<file path="src/rtl/nnfs_pkg.sv">
package nnfs_pkg;

  localparam int SCALE_W    = 12;
  localparam int COORD_W    = 12;
  localparam int DST_W      = 15;
  localparam int COLOR_W    = 32;
  localparam int FRAC_W     = 8;
  localparam int PROD_W     = SCALE_W + COORD_W;
  localparam int UNITS_W    = SCALE_W - FRAC_W + 1;
  localparam int APB_ADDR_W = 3;
  localparam int APB_DATA_W = 32;

  localparam int MAX_REPEAT_DEF = 8;
  localparam int COORD_BITS_DEF = 12;

  localparam logic [SCALE_W-1:0] SCALE_RESET = SCALE_W'(256);

  // register index, taken from paddr[2]
  typedef enum logic {
    REG_SCALE_X = 1'b0,
    REG_SCALE_Y = 1'b1
  } reg_idx_t;

  typedef enum logic [1:0] {
    ST_IDLE,
    ST_CALC,
    ST_EMIT
  } state_t;

  typedef struct packed {
    logic capture;  // latch the incoming pixel
    logic calc;     // compute base position and repeat counts
    logic emit;     // push next destination write when the slot frees
  } cmd_t;

  typedef struct packed {
    logic slot_free;  // output register can take a beat this cycle
    logic last;       // pending write is the final one of the run
    logic empty;      // run has no writes
  } status_t;

  // ceil(s / 1.0) in Q4.8, before the repeat cap
  function automatic logic [UNITS_W-1:0] ceil_units(input logic [SCALE_W-1:0] s);
    logic [SCALE_W:0] sum;
    sum = {1'b0, s} + (SCALE_W+1)'((1 << FRAC_W) - 1);
    return sum[SCALE_W:FRAC_W];
  endfunction

endpackage

</file>
<file path="src/rtl/nearest_neighbor_forward_scaler_top.sv">
// Channel  | Handshake           | Payload
// ---------+---------------------+-----------------------------------------------
// in       | in_valid/in_ready   | in_src_x, in_src_y, in_pixel_color
// out      | out_valid/out_ready | out_dst_x, out_dst_y, out_dst_color, out_last_write
// cfg      | APB psel/penable    | paddr, pwdata, prdata (scale_x @0, scale_y @4)
//
// A pixel is accepted in ST_IDLE, the scale multiplies run in ST_CALC, then
// ST_EMIT loads one write beat per cycle into the output register while the
// output slot is free. A run with zero repeats leaves ST_EMIT with no writes.
// The next pixel is accepted while the last write of a run still waits.
// out_ready low holds the write sequencer; rst_n is synchronous, active low.
module nearest_neighbor_forward_scaler_top #(
  parameter int MAX_REPEAT = nnfs_pkg::MAX_REPEAT_DEF,
  parameter int COORD_BITS = nnfs_pkg::COORD_BITS_DEF
) (
  input  logic                            clk,
  input  logic                            rst_n,
  input  logic                            in_valid,
  output logic                            in_ready,
  input  logic [nnfs_pkg::COORD_W-1:0]    in_src_x,
  input  logic [nnfs_pkg::COORD_W-1:0]    in_src_y,
  input  logic [nnfs_pkg::COLOR_W-1:0]    in_pixel_color,
  output logic                            out_valid,
  input  logic                            out_ready,
  output logic [nnfs_pkg::DST_W-1:0]      out_dst_x,
  output logic [nnfs_pkg::DST_W-1:0]      out_dst_y,
  output logic [nnfs_pkg::COLOR_W-1:0]    out_dst_color,
  output logic                            out_last_write,
  input  logic                            psel,
  input  logic                            penable,
  input  logic                            pwrite,
  input  logic [nnfs_pkg::APB_ADDR_W-1:0] paddr,
  input  logic [nnfs_pkg::APB_DATA_W-1:0] pwdata,
  output logic [nnfs_pkg::APB_DATA_W-1:0] prdata,
  output logic                            pready
);
  import nnfs_pkg::*;

  logic [SCALE_W-1:0] scale_x_r;
  logic [SCALE_W-1:0] scale_y_r;
  logic               wr_en;
  reg_idx_t           reg_idx;
  cmd_t               cmd;
  status_t            status;

  assign pready  = 1'b1;
  assign wr_en   = psel && penable && pwrite && pready;
  assign reg_idx = reg_idx_t'(paddr[2]);

  always_ff @(posedge clk) begin
    if (!rst_n) begin
      scale_x_r <= SCALE_RESET;
      scale_y_r <= SCALE_RESET;
    end else if (wr_en) begin
      unique case (reg_idx)
        REG_SCALE_X: scale_x_r <= pwdata[SCALE_W-1:0];
        REG_SCALE_Y: scale_y_r <= pwdata[SCALE_W-1:0];
        default:     scale_x_r <= scale_x_r;
      endcase
    end
  end

  always_comb begin
    unique case (reg_idx)
      REG_SCALE_X: prdata = APB_DATA_W'(scale_x_r);
      REG_SCALE_Y: prdata = APB_DATA_W'(scale_y_r);
      default:     prdata = '0;
    endcase
  end

  nnfs_ctrl u_ctrl (
    .clk      (clk),
    .rst_n    (rst_n),
    .in_valid (in_valid),
    .in_ready (in_ready),
    .status   (status),
    .cmd      (cmd)
  );

  nnfs_dp #(
    .MAX_REPEAT (MAX_REPEAT),
    .COORD_BITS (COORD_BITS)
  ) u_dp (
    .clk         (clk),
    .rst_n       (rst_n),
    .cmd         (cmd),
    .status      (status),
    .scale_x     (scale_x_r),
    .scale_y     (scale_y_r),
    .src_x       (in_src_x),
    .src_y       (in_src_y),
    .pixel_color (in_pixel_color),
    .out_valid   (out_valid),
    .out_ready   (out_ready),
    .dst_x       (out_dst_x),
    .dst_y       (out_dst_y),
    .dst_color   (out_dst_color),
    .last_write  (out_last_write)
  );

endmodule

</file>
<file path="src/rtl/nnfs_ctrl.sv">
module nnfs_ctrl (
  input  logic              clk,
  input  logic              rst_n,
  input  logic              in_valid,
  output logic              in_ready,
  input  nnfs_pkg::status_t status,
  output nnfs_pkg::cmd_t    cmd
);
  import nnfs_pkg::*;

  state_t state_r;
  state_t state_nxt;

  always_ff @(posedge clk) begin
    if (!rst_n) begin
      state_r <= ST_IDLE;
    end else begin
      state_r <= state_nxt;
    end
  end

  always_comb begin
    state_nxt = state_r;
    unique case (state_r)
      ST_IDLE: begin
        if (in_valid) state_nxt = ST_CALC;
      end
      ST_CALC: begin
        state_nxt = ST_EMIT;
      end
      ST_EMIT: begin
        if (status.empty) begin
          state_nxt = ST_IDLE;
        end else if (status.slot_free && status.last) begin
          state_nxt = ST_IDLE;
        end
      end
      default: state_nxt = ST_IDLE;
    endcase
  end

  always_comb begin
    in_ready    = 1'b0;
    cmd.capture = 1'b0;
    cmd.calc    = 1'b0;
    cmd.emit    = 1'b0;
    unique case (state_r)
      ST_IDLE: begin
        in_ready    = 1'b1;
        cmd.capture = in_valid;
      end
      ST_CALC: begin
        cmd.calc = 1'b1;
      end
      ST_EMIT: begin
        cmd.emit = !status.empty;
      end
      default: begin
        in_ready = 1'b0;
      end
    endcase
  end

endmodule

</file>
<file path="src/rtl/nnfs_dp.sv">
module nnfs_dp #(
  parameter int MAX_REPEAT = nnfs_pkg::MAX_REPEAT_DEF,
  parameter int COORD_BITS = nnfs_pkg::COORD_BITS_DEF
) (
  input  logic                          clk,
  input  logic                          rst_n,
  input  nnfs_pkg::cmd_t                cmd,
  output nnfs_pkg::status_t             status,
  input  logic [nnfs_pkg::SCALE_W-1:0]  scale_x,
  input  logic [nnfs_pkg::SCALE_W-1:0]  scale_y,
  input  logic [nnfs_pkg::COORD_W-1:0]  src_x,
  input  logic [nnfs_pkg::COORD_W-1:0]  src_y,
  input  logic [nnfs_pkg::COLOR_W-1:0]  pixel_color,
  output logic                          out_valid,
  input  logic                          out_ready,
  output logic [nnfs_pkg::DST_W-1:0]    dst_x,
  output logic [nnfs_pkg::DST_W-1:0]    dst_y,
  output logic [nnfs_pkg::COLOR_W-1:0]  dst_color,
  output logic                          last_write
);
  import nnfs_pkg::*;

  localparam int CNT_W = $clog2(MAX_REPEAT + 1);
  localparam int OFF_W = (MAX_REPEAT > 1) ? $clog2(MAX_REPEAT) : 1;
  localparam int EFF_BITS = (COORD_BITS < COORD_W) ? COORD_BITS : COORD_W;
  localparam logic [COORD_W-1:0] COORD_MASK = COORD_W'((1 << EFF_BITS) - 1);
  localparam logic [UNITS_W-1:0] CAP = UNITS_W'(MAX_REPEAT);

  logic [COORD_W-1:0] sx_r;
  logic [COORD_W-1:0] sy_r;
  logic [COLOR_W-1:0] color_r;
  logic [DST_W-1:0]   base_col_r;
  logic [DST_W-1:0]   base_row_r;
  logic [CNT_W-1:0]   rx_r;
  logic [CNT_W-1:0]   ry_r;
  logic [OFF_W-1:0]   ox_r;
  logic [OFF_W-1:0]   oy_r;

  logic               out_valid_r;
  logic [DST_W-1:0]   out_x_r;
  logic [DST_W-1:0]   out_y_r;
  logic [COLOR_W-1:0] out_color_r;
  logic               out_last_r;

  logic [PROD_W-1:0]  prod_x;
  logic [PROD_W-1:0]  prod_y;
  logic [UNITS_W-1:0] units_x;
  logic [UNITS_W-1:0] units_y;
  logic [CNT_W-1:0]   cnt_x;
  logic [CNT_W-1:0]   cnt_y;
  logic               col_end;
  logic               row_end;
  logic               slot_free;
  logic               load;

  assign prod_x  = PROD_W'(scale_x) * PROD_W'(sx_r);
  assign prod_y  = PROD_W'(scale_y) * PROD_W'(sy_r);
  assign units_x = ceil_units(scale_x);
  assign units_y = ceil_units(scale_y);
  assign cnt_x   = (units_x > CAP) ? CNT_W'(MAX_REPEAT) : CNT_W'(units_x);
  assign cnt_y   = (units_y > CAP) ? CNT_W'(MAX_REPEAT) : CNT_W'(units_y);

  assign col_end   = (CNT_W'(ox_r) == rx_r - CNT_W'(1));
  assign row_end   = (CNT_W'(oy_r) == ry_r - CNT_W'(1));
  assign slot_free = !out_valid_r || out_ready;
  assign load      = cmd.emit && slot_free;

  assign status.slot_free = slot_free;
  assign status.last      = col_end && row_end;
  assign status.empty     = (rx_r == '0) || (ry_r == '0);

  always_ff @(posedge clk) begin
    if (cmd.capture) begin
      sx_r    <= src_x & COORD_MASK;
      sy_r    <= src_y & COORD_MASK;
      color_r <= pixel_color;
    end
    if (cmd.calc) begin
      base_col_r <= prod_x[DST_W+FRAC_W-1:FRAC_W];
      base_row_r <= prod_y[DST_W+FRAC_W-1:FRAC_W];
      rx_r       <= cnt_x;
      ry_r       <= cnt_y;
    end
  end

  // column offset runs inner, row offset outer
  always_ff @(posedge clk) begin
    if (!rst_n) begin
      ox_r <= '0;
      oy_r <= '0;
    end else if (cmd.calc) begin
      ox_r <= '0;
      oy_r <= '0;
    end else if (load) begin
      if (col_end) begin
        ox_r <= '0;
        oy_r <= oy_r + OFF_W'(1);
      end else begin
        ox_r <= ox_r + OFF_W'(1);
      end
    end
  end

  always_ff @(posedge clk) begin
    if (!rst_n) begin
      out_valid_r <= 1'b0;
    end else if (load) begin
      out_valid_r <= 1'b1;
    end else if (out_ready) begin
      out_valid_r <= 1'b0;
    end
  end

  always_ff @(posedge clk) begin
    if (load) begin
      out_x_r     <= base_col_r + DST_W'(ox_r);
      out_y_r     <= base_row_r + DST_W'(oy_r);
      out_color_r <= color_r;
      out_last_r  <= col_end && row_end;
    end
  end

  assign out_valid  = out_valid_r;
  assign dst_x      = out_x_r;
  assign dst_y      = out_y_r;
  assign dst_color  = out_color_r;
  assign last_write = out_last_r;

endmodule
</file>
<file path="config.mk">
export PLATFORM = sky130hd
export DESIGN_NAME = nearest_neighbor_forward_scaler_top
export DESIGN_NICKNAME = d
export VERILOG_FILES = /design/src/rtl/nnfs_pkg.sv /design/src/rtl/nearest_neighbor_forward_scaler_top.sv /design/src/rtl/nnfs_ctrl.sv /design/src/rtl/nnfs_dp.sv
export SDC_FILE = /design/constraint.sdc
export NUM_CORES = 1
export LEC_CHECK = 0
export ABC_AREA = 1
export BUFFER_PORTS_ARGS = -buffer_cell sky130_fd_sc_hd__buf_2
export CAP_MARGIN = 20
export CORE_ASPECT_RATIO = 1.1
export CORE_MARGIN = 1.5
export CORE_UTILIZATION = 35
export DETAILED_ROUTE_END_ITERATION = 7
export PLACE_DENSITY = 0.63
export SLEW_MARGIN = 30
export SYNTH_ARGS = -nofsm -noshare
export SYNTH_HDL_FRONTEND = slang
export SYNTH_SLANG_ARGS = --single-unit
</file>
<file path="constraint.sdc">
create_clock -name clk -period 8.1 [get_ports clk]
set_input_delay 1.215 -clock clk [delete_from_list [all_inputs] [get_ports clk]]
set_output_delay 1.215 -clock clk [all_outputs]
set_load 0.02 [all_outputs]
</file>
### After elaboration in Yosys (flattened, before gate mapping)

Cells that the tools add are included.

* bits in registers: 190
* input bits: 98

* $add $sub $neg: 8
* $mul: 2
* magnitude comparators: 2
* equality and inequality tests: 6
* muxes and demuxes: 12
* bitwise operators: 2
* reduce and logical (&&, ||, !) cells: 18

Operators with widths (number)
* $pmux 32 s2: 1
* $mul 12x12->23: 2
* $add 15x3->15: 2
* $add 12x8->13 const B: 2
* $gt 5x4->1 const B: 2
* $eq 3x4->1: 2
* $logic_not 4->1: 2
* $reduce_and 2->1: 4
* $sub 4x1->4 const B: 2
* $add 3x1->3 const B: 2
* $mux 1: 6
* $mux 2: 3
* $pmux 2 s3: 1
* $logic_and 1x1->1: 5
* $mux 3: 1
* $ne 3x1->1 const B: 1
* $eq 2x1->1 const B: 1
* $eq 2x2->1 const B: 1
* $logic_not 1->1: 2
* $logic_not 2->1: 1
* $logic_or 1x1->1: 2
* $ne 2x2->1 const B: 1
* $not 1->1: 2
* $reduce_bool 2->1: 1
* $reduce_or 2->1: 1

### Logic depth before layout (Yosys ltp)

* depth in word-level cells: 7
* mapped depth: 23

### By module

From an unflattened synthesis, not the netlist that was laid out.

* cell total of the unflattened synthesis: 1951
* area total of the unflattened synthesis: 17138.9 um^2

By module, submodules not included
* nnfs_dp: times used 1, cells each 1728, area an instance 15698.8 um^2, seq. area each 4854.7 um^2
* nearest_neighbor_forward_scaler_top: times used 1, cells each 206, area an instance 1343.8 um^2, seq. area each 480.5 um^2
* nnfs_ctrl: times used 1, cells each 17, area an instance 96.3 um^2, seq. area each 40.0 um^2

### Worst setup path before layout

No wires, ideal clock.

* path kind: input port to flip-flop
* start: input in_valid
* end: register u_dp.color_r[0], enable pin
* setup time: 0.539 ns
* arrival time: 5.058 ns
* data required time: 7.561 ns
* setup slack: 2.503 ns
* stages: 2
* path buffers: 0
* cell sequence: inv_1 > nor3_1

RTL lines
* start: declaration: RTL line nearest_neighbor_forward_scaler_top.sv:18 `input logic in_valid,`
* end signal: assignment: RTL line nnfs_dp.sv:76 `color_r <= pixel_color;`
* end: declaration: RTL line nnfs_dp.sv:31 `logic [COLOR_W-1:0] color_r;`

### Worst setup path in the final report

* start: register scale_y_r[7]
* end: register u_dp.base_row_r[14] (data pin)

* cells in the longest elaborated chain, start to end: 1

Ends and longest elaborated chain
* start: declaration: RTL line nearest_neighbor_forward_scaler_top.sv:40 `logic [SCALE_W-1:0] scale_y_r;`
* start signal: assignment: RTL line nearest_neighbor_forward_scaler_top.sv:57 `REG_SCALE_Y: scale_y_r <= pwdata[SCALE_W-1:0];`
* $mul 12x12->23: RTL line nnfs_dp.sv:57 `assign prod_y = PROD_W'(scale_y) * PROD_W'(sy_r);`
* via u_dp.prod_y[22]: RTL line nnfs_dp.sv:46 `logic [PROD_W-1:0] prod_y;`
* end signal: assignment: RTL line nnfs_dp.sv:80 `base_row_r <= prod_y[DST_W+FRAC_W-1:FRAC_W];`
* end: declaration: RTL line nnfs_dp.sv:33 `logic [DST_W-1:0] base_row_r;`

The timed path passes the listed nets, and every way through them passes these cells.
A chain may end at the register's enable or synchronous reset.

==> results.yml <==
setup_path:
  required_ns: 8.33
  critPathArrivalTime_ns: 5.46
  cp-start-kind: "flop"
  crit_path_max_fanout: 15
  worstSetupPathType: "flop to flop"
  endpoint_kind: "flop"
clock_tree:
  post-cts-setup-buffers: 0
  clock_path_buffers: 2
  cts_root_buf: "clkbuf_16"
  ctsHoldBuffers: 0
  cts_tree: "built"
  path_clk_slew_ns: 0.09
  cts_buffers: 17
  clock-sinks: 190
  h-tree-depth: 4
  clk_latency_ns: 0.48
  cts.repair.resized: 0
global_routing:
  grt_pass1_wl_um: 63300
  antenna_found_initial: 0
  grt_pass1_vias: 12600
  grt_usage_pct: 16.2
  grt_max_degree: 42
  grt_overflow: 0
route:
  drc_errors: 0
  wl_um: 37700
  drtIter0Drc: 647
  wire_per_inst_um: 14.1
  viasPerCell: 4.54
  drt_first_pass_iters: 5
  postRouteAntennaNets: 0
  via_count: 12200
synthesis:
  synth-seq-area-share_pct: 31.7
  post_synth_inst_count: 1904
  yosys_register_bits: 190
  yosysUniqueCellTypes: 42
  syn_area_per_cell_um2: 8.92
  synth.area.top_cells: "edfxtp_1 28%, fa_1 23%, inv_1 11%"
  syn_area_mm2: 0.0170
  yosys_warnings: 0
  synth_top_area_cell: "edfxtp_1"
  synth_top_area_share_pct: 27.8
placement:
  hpwl_um: 30200
  place.gp.congestion: 0.860
  port_buffers: 152
finish:
  drive_gt1_share_pct: 11.0
  multi_input_area_mm2: 0.00948
  final_cell_mix: "479 x inv_1, 450 x nand2_1, 198 x fa_1"
  nets: 2437
  antenna-diode-count: 0
  final_common_cell: "inv_1"
  final_util_pct: 39.6
  nFillCells: 4736
  syn2layout_area_growth_pct: 11.6
  register_area_mm2: 0.00538
floorplan:
  die_x_um: 213
  start_util_pct: 35.5
  die_h_um: 234
  pin_count: 196
  core-area_mm2: 0.0478
  rows: 84
  die_area_mm2: 0.0498
flow_run:
  maxCapViolations: 0
timing:
  period_needed_ns: 5.23
  slew_headroom_pct: 52.3
  fin_tns_setup_ns: 0
  tightest_slew_ns: 0.714
  setup_viol: 0
  rsz0062_at_grt: "false"
  timing.fmax_ghz: 0.191
  slew_viol_final: 0
  post-route-period-util_pct: 64.6
  finClkSkew_ns: 0.0129
  hold_viol: 0
power_and_ir_drop:
  pwr-share-clk_pct: 31.1
  p_sw_uw: 1020
  powerDensity_mw_per_mm2: 155
  share_seq_of_total_power_pct: 41.9
  ir_drop_v: 0.000158
  intPower_uw: 1910
  pwr-share-comb_pct: 26.9
  power.leakage_uw: 0.00994
  switching_share_pct: 34.9
status:
  status: "complete, no violations"
worst_hold_path:
  min_path_type: "flop to flop"
cell type report:
cell class                      count  area share [%]
Timing Repair Buffer              156            4.28
Inverter                          488            9.67
Multi-Input combinational cell   1167            50.0
Clock buffer                       17            2.25
Tap cell                          645            4.26
Clock inverter                     15            1.12
Sequential cell                   190            28.4
Yosys cell counts, drive strengths merged:
| master | count |
|---|---|
| inv | 487 |
| nand2 | 457 |
| fa | 198 |
| edfxtp | 157 |
| ha | 121 |
| nor2 | 84 |
| clkbuf | 57 |
| o21ai | 52 |
| nand3 | 49 |
| a21oi | 48 |
| xor2 | 44 |
| dfxtp | 33 |
| buf | 21 |
| nor3 | 19 |
| xnor2 | 19 |
| nand4 | 16 |
| a21o | 8 |
| nor4 | 7 |
| a31oi | 5 |
| o21bai | 5 |
| a21boi | 4 |
| a41oi | 2 |
| conb | 2 |
| o21a | 2 |
| or2 | 2 |
| a211oi | 1 |
| and3 | 1 |
| clkinv | 1 |
| nand3b | 1 |
| nor4b | 1 |
per-stage QoR:
stage               instance area, µm²  hold slack (ns)  power (µW)  cells  worst slack (ns)
global route                     18900            0.428        3140   2678              2.59
CTS                              18900            0.422        2980   2678              2.88
finish                           18900            0.419        2930   2678              2.87
floorplan                        17000            0.400        1820   1923              2.50
detailed placement               18300            0.405        2040   2646              2.87
global placement                 18300            0.401        2020   2645              2.90
logic make-up after synthesis:
logic type / share of synthesized area, %
AOI/OAI and AO/OA: 4.16
buffers and inverters: 13.0
adders and majority gates: 32.3
other: 0.0442
DFF: 31.7
xor gates and xnor gates: 3.25
and+or+nand+nor: 15.6
worst max-delay path, cell delays in order (launching register included):
cell	delay, ns
dfxtp_1	0.77
nand2_1	0.17
fa_1	0.50
fa_1	0.55
inv_1	0.05
fa_1	0.50
fa_1	0.54
inv_1	0.05
fa_1	0.55
inv_1	0.05
ha_1	0.38
nand2_1	0.18
inv_1	0.06
a21oi_1	0.24
o21ai_1	0.11
nand2_1	0.07
nand3_1	0.08
xor2_1	0.15
registers in the layout (all words and copies together) (netlist names):
name and cells:
scale_x_r 12, u_dp.out_valid 1, u_dp.rx_r 4, u_dp.dst_y 15, u_dp.base_col_r 15, u_dp.sx_r 12
scale_y_r 12, u_dp.dst_color 32, u_dp.last_write 1, u_dp.dst_x 15, u_dp.ox_r 3, u_dp.sy_r 12
u_dp.color_r 32, u_ctrl.state_r 2, u_dp.base_row_r 15, u_dp.ry_r 4, u_dp.oy_r 3
path summary, 6_finish.rpt:
| check | startpoint | end | slack [ns] | cells after the start |
|---|---|---|---|---|
| setup / recovery | scale_y_r[7] | u_dp.base_row_r[14] | 2.87 | 17 |
| hold / removal | u_dp.color_r[31] | u_dp.dst_color[31] | 0.42 | 0 |
| setup reg to reg | scale_y_r[7] | u_dp.base_row_r[14] | 2.87 | 17 |
| hold reg to reg | u_dp.color_r[31] | u_dp.dst_color[31] | 0.42 | 0 |
metal layers:
layer | vias to the layer above | global-route usage [%] | wire length, µm
met5 | - | 0 | 0
met4 | 0 | 5.34 | 711
met3 | 50 | 3.63 | 2410
met2 | 350 | 25.3 | 16600
met1 | 5827 | 22.1 | 18000
li1 | 5928 | - | -
power groups by stage:
| stage | combinational [µW] | sequential [µW] | clock [µW] |
|---|---|---|---|
| after global routing | 917 | 1240 | 983 |
| after global placement | 776 | 1250 | 0 |
| after detailed placement | 793 | 1250 | 0 |
| final | 789 | 1230 | 912 |
| after CTS | 799 | 1230 | 950 |
| after floorplan | 599 | 1220 | 0 |
(Power assumes the default switching activity.)
